### src/vwit_pkg.sv
// ---------------------------------------------------------------------------
// vwit_pkg
// Shared constants, types and helpers for the vertex weld index table.
// ---------------------------------------------------------------------------
`default_nettype none

package vwit_pkg;

    // table geometry
    localparam int MAX_VERTICES = 256;
    localparam int ADDR_W       = (MAX_VERTICES > 1) ? $clog2(MAX_VERTICES) : 1;
    localparam int CNT_W        = $clog2(MAX_VERTICES + 1);

    // field widths
    localparam int COORD_W = 32;
    localparam int DIFF_W  = COORD_W + 1;
    localparam int TOL_W   = 31;
    localparam int VIDX_W  = 8;

    // configuration port
    localparam int PADDR_W = 3;
    localparam int PDATA_W = 32;
    localparam logic REG_TOLERANCE = 1'b0;
    localparam logic [TOL_W-1:0] TOL_RESET = TOL_W'(1);

    // commands from the controller to the datapath
    typedef struct packed {
        logic load;    // capture item, restart scan
        logic scan;    // run the table scan
        logic decide;  // resolve hit, append or overflow
        logic emit;    // move result into the output register
    } t_cmd;

    // status from the datapath to the controller
    typedef struct packed {
        logic hit;       // matching entry at the end of the compare pipe
        logic drained;   // all entries issued and the pipe is empty
        logic out_free;  // output register can take a result
    } t_status;

    // table count or entry number to the 8-bit result index
    function automatic logic [VIDX_W-1:0] to_vidx(input logic [CNT_W-1:0] v);
        logic [CNT_W+VIDX_W-1:0] t;
        t = {{VIDX_W{1'b0}}, v};
        return t[VIDX_W-1:0];
    endfunction

endpackage

`default_nettype wire

### src/vwit_ctrl.sv
// ---------------------------------------------------------------------------
// vwit_ctrl
// Sequencer for one item: capture, scan the table, resolve, hand off result.
// ---------------------------------------------------------------------------
`default_nettype none

module vwit_ctrl (
    input  wire logic              i_clk,
    input  wire logic              i_rst_n,
    input  wire logic              i_in_valid,
    output logic                   o_in_ready,
    input  wire vwit_pkg::t_status i_status,
    output vwit_pkg::t_cmd         o_cmd
);

    typedef enum logic [3:0] {
        S_IDLE   = 4'b0001,
        S_SCAN   = 4'b0010,
        S_DECIDE = 4'b0100,
        S_HOLD   = 4'b1000
    } t_state;

    t_state r_state;
    t_state n_state;

    // next state and commands
    always_comb begin
        n_state      = r_state;
        o_cmd        = '0;
        o_in_ready   = 1'b0;
        unique case (r_state)
            S_IDLE: begin
                o_in_ready = 1'b1;
                if (i_in_valid) begin
                    o_cmd.load = 1'b1;
                    n_state    = S_SCAN;
                end
            end
            S_SCAN: begin
                o_cmd.scan = 1'b1;
                if (i_status.hit || i_status.drained) begin
                    n_state = S_DECIDE;
                end
            end
            S_DECIDE: begin
                o_cmd.decide = 1'b1;
                n_state      = S_HOLD;
            end
            S_HOLD: begin
                if (i_status.out_free) begin
                    o_cmd.emit = 1'b1;
                    n_state    = S_IDLE;
                end
            end
            default: begin
                n_state = S_IDLE;
            end
        endcase
    end

    // state register
    always_ff @(posedge i_clk) begin
        if (!i_rst_n) begin
            r_state <= S_IDLE;
        end else begin
            r_state <= n_state;
        end
    end

endmodule

`default_nettype wire

### config.mk
export PLATFORM = sky130hd
export DESIGN_NAME = vwit_ctrl
export DESIGN_NICKNAME = d
export VERILOG_FILES = /design/src/vwit_pkg.sv /design/src/vwit_ctrl.sv
export SDC_FILE = /design/constraint.sdc
export NUM_CORES = 1
export LEC_CHECK = 0
export BUFFER_PORTS_ARGS = -buffer_cell sky130_fd_sc_hd__clkbuf_2
export CAP_MARGIN = 20
export CELL_PAD_IN_SITES_DETAIL_PLACEMENT = 1
export CELL_PAD_IN_SITES_GLOBAL_PLACEMENT = 1
export CORE_AREA = 2 2 39 41
export CTS_CLUSTER_SIZE = 16
export DETAILED_ROUTE_END_ITERATION = 12
export DIE_AREA = 0 0 41 43
export GPL_TIMING_DRIVEN = 1
export PLACE_DENSITY_LB_ADDON = 0.1
export SKIP_LAST_GASP = 1
export SLEW_MARGIN = 15
export SYNTH_ARGS = -nofsm -noshare
export SYNTH_HDL_FRONTEND = slang
export SYNTH_SLANG_ARGS = --single-unit
### constraint.sdc
create_clock -name i_clk -period 1.3 [get_ports i_clk]
set_clock_uncertainty 0.2 [all_clocks]
set_input_delay 0.065 -clock i_clk [delete_from_list [all_inputs] [get_ports i_clk]]
set_output_delay 0.065 -clock i_clk [all_outputs]
set_load 0.05 [all_outputs]
Yosys cells after proc, flatten, opt, wreduce, memory -nomap -nowiden
Index checks and enable logic that the tools add are counted.
- reduce and logical (&&, ||, !) cells: 2
- multiplexer cells: 11
- eq/ne operators: 7
- operators with widths (kind ; number):
    one-hot mux 4 bit (4 select lines) ; 1
    two-way mux 4 bit ; 3
    two-way mux 1 bit ; 7
    != test 2 bit (second input constant) ; 3
    equality test 4 x 1 -> 1 bit (second input constant) ; 1
    equality test 4 x 2 -> 1 bit (second input constant) ; 1
    equality test 4 x 3 -> 1 bit (second input constant) ; 1
    equality test 4 bit (second input constant) ; 1
    AND reduction 3 bit ; 1
    logical OR 1 bit ; 1
- word-level logic and storage cells: 21
- output and inout port bits: 5
- input bits: 6
- register bits after elaboration: 4

Longest topological paths before layout
Gate-level depths: netlist of run 1.
- depth after elaboration: 3
- gate-level depth with buffers: 3
- gate-level depth less buffers: 3

Least setup slack after synthesis of run 1
OpenSTA, ideal clock, no wires.
- path type: register to output
- start: register r_state[0]
- end: output o_cmd[3] (netlist name)
- arrival: 1955 ps
- slack: -920 ps
- path buffers: 0
- data required time: 1035 ps
- stages on the path, launching flop included: 3
- path through: dfxtp_1 nor4b_2 and2_1
- RTL lines (element ; RTL line ; RTL):
    start, declared ; vwit_ctrl.sv:23 ; t_state r_state;
    start signal, assigned ; vwit_ctrl.sv:66 ; r_state <= n_state;
    end, declared ; vwit_ctrl.sv:13 ; output vwit_pkg::t_cmd o_cmd

==> impl_metrics.csv, run 1 <==
group,metric,value,unit
outcome,status,"finished, violations left",
outcome,violations,"negative setup slack",
worst_setup_path,r2r_start,"r_state[0]$_SDFFE_PN1P_",
die,rows,14,
power_and_ir_drop,pwr-share-seq,28.2,%
worst_setup_path,reg2reg_depth,5,
power_and_ir_drop,clkPwrFrac,38.4,%
sta,fin_crit_sh,128,%
synth,syn_nets,27,
placed_design,gp_congestion,0.590,
global_route,antenna_found_initial,0,
routing,num_vias,312,
routing,drc,0,
worst_setup_path,crit_required,1.03,ns
sta,slew_headroom,81.1,%
sta,worst_slew_pin_slew,0.282,ns
layout,nets,62,
global_route,grt_max_degree,7,
cts,htreeDepth,1,
cts,cts_tree,"built",
placed_design,portBuffers,10,
synth,synth_seq_cells,4,
sta,setup_ws,-0.361,ns
die,core,1380,µm²
synth,yosysSeqAreaShare,35.6,%
hold_path,whs_path_depth,3,
die,io_pins,11,
routing,wirelength,879,µm
worst_setup_path,cp-start-kind,"flop",
sta,setup_violations,9,
global_route,grt_usage,12.8,%
hold_path,hold_path_startpoint,"i_in_valid",
die,dieArea,1760,µm²
cts,clkTransAtPathRegs,0.04,ns
power_and_ir_drop,power,0.472,mW
worst_setup_path,crit_type,"flop to output port",
layout,largest_register_ffs,4,
layout,largest_register,"r_state",
synth,syn_inst,21,
worst_setup_path,cp.arrival,1.40,ns
synth,yosysTopAreaCell,"dfxtp_1",
cts,cts.sinks,4,
synth,synth_area,225,µm²
routing,drtAntennaViolNets,0,
worst_setup_path,timing.rr.end,"r_state[3]$_SDFFE_PN0P_",
cts,cts_root_buf,"clkbuf_4",
worst_setup_path,slowest_delay,0.56,ns
placed_design,dp_hpwl,600,µm
sta,final_hold_viol_count,0,
hold_path,whs_endpoint,"r_state[1]$_SDFFE_PN0P_",
layout,fin_util,45.0,%
cts,clk-insertion-delay-late,0.25,ns
global_route,grt_pass1_wl,1380,µm
worst_setup_path,cp_num_buf_inv,1,
hold_path,worst_hold_path_type,"input port to flop",
worst_setup_path,crit_chain,"or4b_4 > nor2_4 > buf_12",
power_and_ir_drop,switching_power,0.141,mW
synth,yosysTopAreaCellShare,35.6,%
power_and_ir_drop,p_per_area,758,nW/µm²
layout,largestRegisters,"r_state x4",
placed_design,place_area,424,µm²
synth,synth.area.top_cells,"dfxtp_1 (36%), nor4b_2 (20%), or4b_4 (6.1%)",
power_and_ir_drop,swShare,29.8,%
routing,avgRoutedWirePerCell,12.4,µm
die,die_w,41,µm
layout,final_area,623,µm²
power_and_ir_drop,p_leak,0.271,nW
power_and_ir_drop,internal_power,0.332,mW
power_and_ir_drop,vdd_drop_max,0.386,mV
routing,drt_iter0_markers,0,
synth,syn_avg_cell_area,10.7,µm²
worst_setup_path,rrSetupSlack,-0.33,ns
job,maxCapViolCount,0,
die,die_h,43,µm
routing,viasPerCell,4.39,
layout,syn2layout_area_growth,177,%
worst_setup_path,cp_slowest_cell,"or4b_4",
sta,final.min_clock_period,1.66,ns
worst_setup_path,crit_fanout,5,
cts,cts-buffers-inserted,3,
synth,synth.distinct_cells,15,
layout,antenna_cells,0,
cts,clockBufferDepth,2,
routing,firstDrtPassIters,1,
worst_setup_path,cp_top_family,"simple AND/OR/NAND/NOR gates",
die,initial_core_util,16.3,%
power_and_ir_drop,combPwrFrac,33.3,%
sta,drv_slew,0,
sta,rsz0062_at_grt,"yes",
synth,ys.warnings.count,0,
layout,final_layout_size_suffix_gt1_share,78.2,%
sta,max_freq,0.602,GHz
global_route,first_global_vias,349,
worst_setup_path,cp-end-kind,"output port",
placed_design,place_ws,-0.165,ns
global_route,grt_remaining_overflow,0,
power groups by stage:
stage / clock network, mW / logic [mW] / registers (mW)
finish: 0.182 / 0.157 / 0.133
global route: 0.204 / 0.165 / 0.134
CTS: 0.185 / 0.129 / 0.134
detailed placement: 0 / 0.100 / 0.137
global placement: 0 / 0.0990 / 0.136
floorplan: 0 / 0.0577 / 0.138
placed cells by master, fill, tap and decap left out:
master / instances
and3b_1: 1
a211oi_2: 1
buf_12: 1
buf_6: 8
clkbuf_2: 5
nor4b_4: 3
nand3b_1: 1
a22oi_2: 1
or4b_4: 1
dfxtp_4: 2
and2_4: 1
clkbuf_4: 3
o21a_1: 1
nor2_4: 2
dfxtp_2: 2
clkbuf_1: 1
nor2_1: 1
or3b_1: 1
buf_8: 1
o31ai_1: 1
nor3b_2: 1
clkbuf_8: 2
buf_4: 9
dlygate4sd3_1: 4
inv_1: 1
cells in the mapped netlist:
cell type and instances:
or3b_1 1, o21a_1 1, and3b_1 1, nand3b_1 1, and2_1 1, o31ai_1 1, dfxtp_1 4, nor2_2 1
a22oi_1 1, a211oi_1 1, nor2_1 2, inv_1 1, nor3b_1 1, or4b_4 1, nor4b_2 3
worst register-to-register path: stages (launching register included):
cell     delay (ns)
dfxtp_2        0.34
or4b_4         0.56
buf_4          0.15
buf_6          0.11
nor2_4         0.09
o21a_1         0.12
worst max-delay path by stage:
stage	start	endpoint	slack [ns]	cells past startpoint
3_5_place_dp	r_state[0]$_SDFFE_PN1P_	r_state[1]$_SDFFE_PN0P_	-0.17	4
5_1_grt	r_state[0]$_SDFFE_PN1P_	o_cmd[0]	-0.41	3
2_1_floorplan	r_state[2]$_SDFFE_PN0P_	r_state[1]$_SDFFE_PN0P_	-0.41	3
3_3_place_gp	r_state[1]$_SDFFE_PN0P_	o_cmd[0]	-0.14	3
6_report	r_state[0]$_SDFFE_PN1P_	o_cmd[0]	-0.36	3
4_1_cts	r_state[0]$_SDFFE_PN1P_	o_cmd[0]	-0.36	3
per-layer routing:
| layer | vias to the layer above | track usage, % | wire (µm) |
|---|---|---|---|
| li1 | 151 | - | - |
| met1 | 148 | 11.6 | 327 |
| met5 | - | 0 | 0 |
| met2 | 10 | 20.9 | 484 |
| met4 | 0 | 12.0 | 31 |
| met3 | 3 | 3.14 | 36 |
final cells by class:
class	instances	area, µm²
inverter	1	3.75
tap	16	20.0
clock buffer	4	26.3
timing repair buffer	30	285
sequential	4	90.1
fill	163	761
multi-input combinational	16	198
timing repair:
item,4_1_cts,5_1_grt
endpoints found under the hold margin,4,0
setup endpoints to repair,9,9
pin swaps,7,3
cloned,0,0
buffers inserted,5,3
hold buffers,4,0
resized for setup,14,7
cells by family after synthesis:
| family | share of synthesized area, % |
|---|---|
| AND/OR/NAND/NOR | 49.5 |
| flip-flops | 35.6 |
| buffers and inverters | 1.67 |
| AO/OA/AOI/OAI | 13.3 |
through the flow:
step                instances  setup TNS, ns  hold slack, ns
global placement           56         -0.806          0.0720
finish                     71          -2.56          0.0448
CTS                        69          -2.51          0.0405
global route               71          -3.03          0.0573
detailed placement         56         -0.943          0.0713
floorplan                  21          -1.76         -0.0640
No activity file was read; power rests on OpenSTA's default activity.
==> inputs of run 2 (changes only) <==
ABC_AREA = 1   (was default)
PLACE_DENSITY = 0.56   (was default)
PLACE_DENSITY_LB_ADDON = default   (was 0.1)
==> run 2 against run 1 <==
The flow still finishes with violations (negative setup slack). Routed wire length is 10% higher. Register-to-register slack better by 0.35 ns. Synthesized cell count is 81% higher. Largest power group is now combinational logic. Highest routed layer unchanged.
==> impl_metrics.csv, run 2 <==
group,metric,value,unit
outcome,status,"finished, violations left",
outcome,violations,"negative setup slack",
global_route,antenna_found_initial,0,
power_and_ir_drop,swShare,33.8,%
routing,drt_iter0_markers,1,
die,die_w,41,µm
sta,fin_crit_sh,108,%
hold_path,whs_endpoint,"r_state[1]$_SDFFE_PN0P_",
worst_setup_path,crit_type,"flop to output port",
placed_design,place_ws,-0.0613,ns
placed_design,gp_congestion,0.731,
cts,clk-insertion-delay-late,0.23,ns
layout,antenna_cells,0,
routing,viasPerCell,4.18,
die,rows,14,
cts,htreeDepth,1,
synth,synthMostInstantiatedCell,"inv_1",
layout,mostFrequentLayoutCells,"buf_4 (9), inv_1 (7), clkbuf_2 (5)",
cts,cts_root_buf,"clkbuf_4",
synth,synth_seq_cells,4,
sta,setup_violations,5,
die,die_h,43,µm
job,maxCapViolCount,0,
power_and_ir_drop,combPwrFrac,43.1,%
global_route,grt_pass1_wl,1410,µm
layout,syn2layout_area_growth,155,%
cts,cts-buffers-inserted,3,
placed_design,dp_cells,66,
layout,fill_cells,169,
global_route,first_global_vias,343,
hold_path,hold_path_startpoint,"i_in_valid",
synth,synth_commonest_cells,"inv_1 (9), nor2_1 (7), nand3_1 (6), dfxtp_1 (4), nand2_1 (4)",
global_route,grt_remaining_overflow,0,
global_route,grt_max_degree,4,
synth,syn_nets,44,
die,io_pins,11,
worst_setup_path,reg2reg_depth,7,
synth,synthFlopType,"dfxtp_1",
routing,drtAntennaViolNets,0,
worst_setup_path,crit_required,1.03,ns
worst_setup_path,crit_chain,"inv_4 > nor2_4 > nand2_2 > inv_4 > nand2_4 > clkinvlp_4 > clkbuf_16",
global_route,grt_usage,12.9,%
worst_setup_path,cp-end-kind,"output port",
worst_setup_path,cpMostUsedCell,"inv_4",
routing,wirelength,971,µm
layout,largest_register,"r_state",
sta,fin_tns_setup,-0.381,ns
cts,clockBufferDepth,2,
sta,setup_ws,-0.101,ns
hold_path,worst_hold_path_type,"input port to flop",
synth,synth_edf_count,0,
die,core,1380,µm²
layout,fin_util,42.1,%
layout,finalNonFillerCells,80,
worst_setup_path,cp_slowest_cell,"dfxtp_4",
synth,synth.distinct_cells,12,
worst_setup_path,slowest_delay,0.36,ns
sta,final_hold_viol_count,0,
worst_setup_path,crit_fanout,3,
routing,firstDrtPassIters,4,
routing,num_vias,334,
cts,cts.sinks,4,
power_and_ir_drop,pwr-share-seq,27.7,%
power_and_ir_drop,p_leak,0.281,nW
sta,worst_slew_pin_slew,0.188,ns
layout,largestRegisters,"r_state x4",
synth,postSynth.asyncResetShare,0,%
power_and_ir_drop,vdd_drop_max,0.308,mV
synth,syn_avg_cell_area,6.03,µm²
power_and_ir_drop,power,0.509,mW
layout,largest_register_ffs,4,
synth,yosysSeqAreaShare,35.0,%
sta,final.min_clock_period,1.40,ns
power_and_ir_drop,internal_power,0.337,mW
worst_setup_path,cp-start-kind,"flop",
synth,yosysTopAreaCellShare,35.0,%
synth,syn_inst,38,
synth,yosysTopAreaCell,"dfxtp_1",
power_and_ir_drop,clkPwrFrac,29.2,%
worst_setup_path,rrSetupSlack,0.02,ns
cts,cts_tree,"built",
sta,slew_headroom,87.4,%
sta,rsz0062_at_grt,"yes",
routing,avgRoutedWirePerCell,12.1,µm
worst_setup_path,r2r_start,"r_state[0]$_SDFFE_PN1P_",
worst_setup_path,timing.rr.end,"r_state[2]$_SDFFE_PN0P_",
synth,ys.warnings.count,0,
layout,final_layout_size_suffix_gt1_share,70.3,%
cts,clkTransAtPathRegs,0.04,ns
placed_design,dp_hpwl,534,µm
layout,final_common_cell,"buf_4",
routing,drc,0,
placed_design,portBuffers,10,
power_and_ir_drop,switching_power,0.172,mW
die,dieArea,1760,µm²
die,initial_core_util,16.5,%
hold_path,whs_path_depth,4,
synth,synth_area,229,µm²
sta,drv_slew,0,
layout,nets,72,
worst_setup_path,cp.arrival,1.14,ns
sta,max_freq,0.714,GHz
power_and_ir_drop,p_per_area,874,nW/µm²
synth,synth.area.top_cells,"dfxtp_1 (35%), inv_1 (15%), nand3_1 (13%)",
[run 2: changes by cell type in the layout (fill, tap and decap cells not counted), sizes merged, moves of 2 or more]
cell / change
nor2: +5
nand2: +5
nor4b: -3
inv: +9
nand3: +6
a21oi: +2
clkbuf: +2
buf: -9
[run 2: layout make-up]
type	count	area, µm²	share of cell area (%)
Tap cell	16	20.0	3.43
Timing Repair Buffer	23	219	37.6
Clock buffer	3	22.5	3.86
Multi-Input combinational cell	23	176	30.3
Sequential cell	4	92.6	15.9
Inverter	11	52.6	9.01
[run 2: logic make-up after synthesis]
group           count (synthesis)  synth area share, %
flops                           4                 35.0
simple gates                   20                 39.4
compound gates                  3                 7.65
buf+inv                        11                 18.0
[run 2: critical path, delay by kind of cell (launching register included)]
kind	cells	cell delay (ns)
flip-flops	1	0.36
buffers and inverters	4	0.33
AND/OR/NAND/NOR	3	0.21
[run 2: power by group through the flow]
stage | Sequential, mW | Combinational, mW | Clock (mW)
floorplan | 0.137 | 0.0889 | 0
global placement | 0.137 | 0.123 | 0
detailed placement | 0.138 | 0.125 | 0
CTS | 0.140 | 0.199 | 0.152
global route | 0.143 | 0.237 | 0.167
finish | 0.141 | 0.220 | 0.149
[run 2: what timing repair did]
item / 4_1_cts / 5_1_grt
pin swaps: 5 / 7
buffers inserted: 7 / 2
endpoints found under the setup margin: 5 / 8
resized for setup: 27 / 11
hold buffers: 3 / 0
hold endpoints to repair: 4 / 0
[run 2: through the flow]
step	instance area, µm²	hold WS, ns
global placement	324	0.149
finish	583	0.0107
global route	583	0.0244
floorplan	239	0.0155
CTS	532	0.00919
detailed placement	324	0.155
[run 2: worst max path at each step]
stage                       startpoint        to  slack (ns)  cells past startpoint
2_1_floorplan  r_state[2]$_SDFFE_PN0P_  o_cmd[3]        0.03                      5
3_3_place_gp   r_state[0]$_SDFFE_PN1P_  o_cmd[3]       -0.03                      7
3_5_place_dp   r_state[0]$_SDFFE_PN1P_  o_cmd[3]       -0.06                      7
4_1_cts        r_state[0]$_SDFFE_PN1P_  o_cmd[3]       -0.11                      7
5_1_grt        r_state[0]$_SDFFE_PN1P_  o_cmd[1]       -0.18                      4
6_report       r_state[0]$_SDFFE_PN1P_  o_cmd[3]       -0.10                      7
[run 2: per-layer routing]
layer | track usage (%) | routed length (µm)
met1 | 13.1 | 370
met2 | 21.9 | 541
met3 | 3.14 | 30
met4 | 8.00 | 29
met5 | 0 | 0
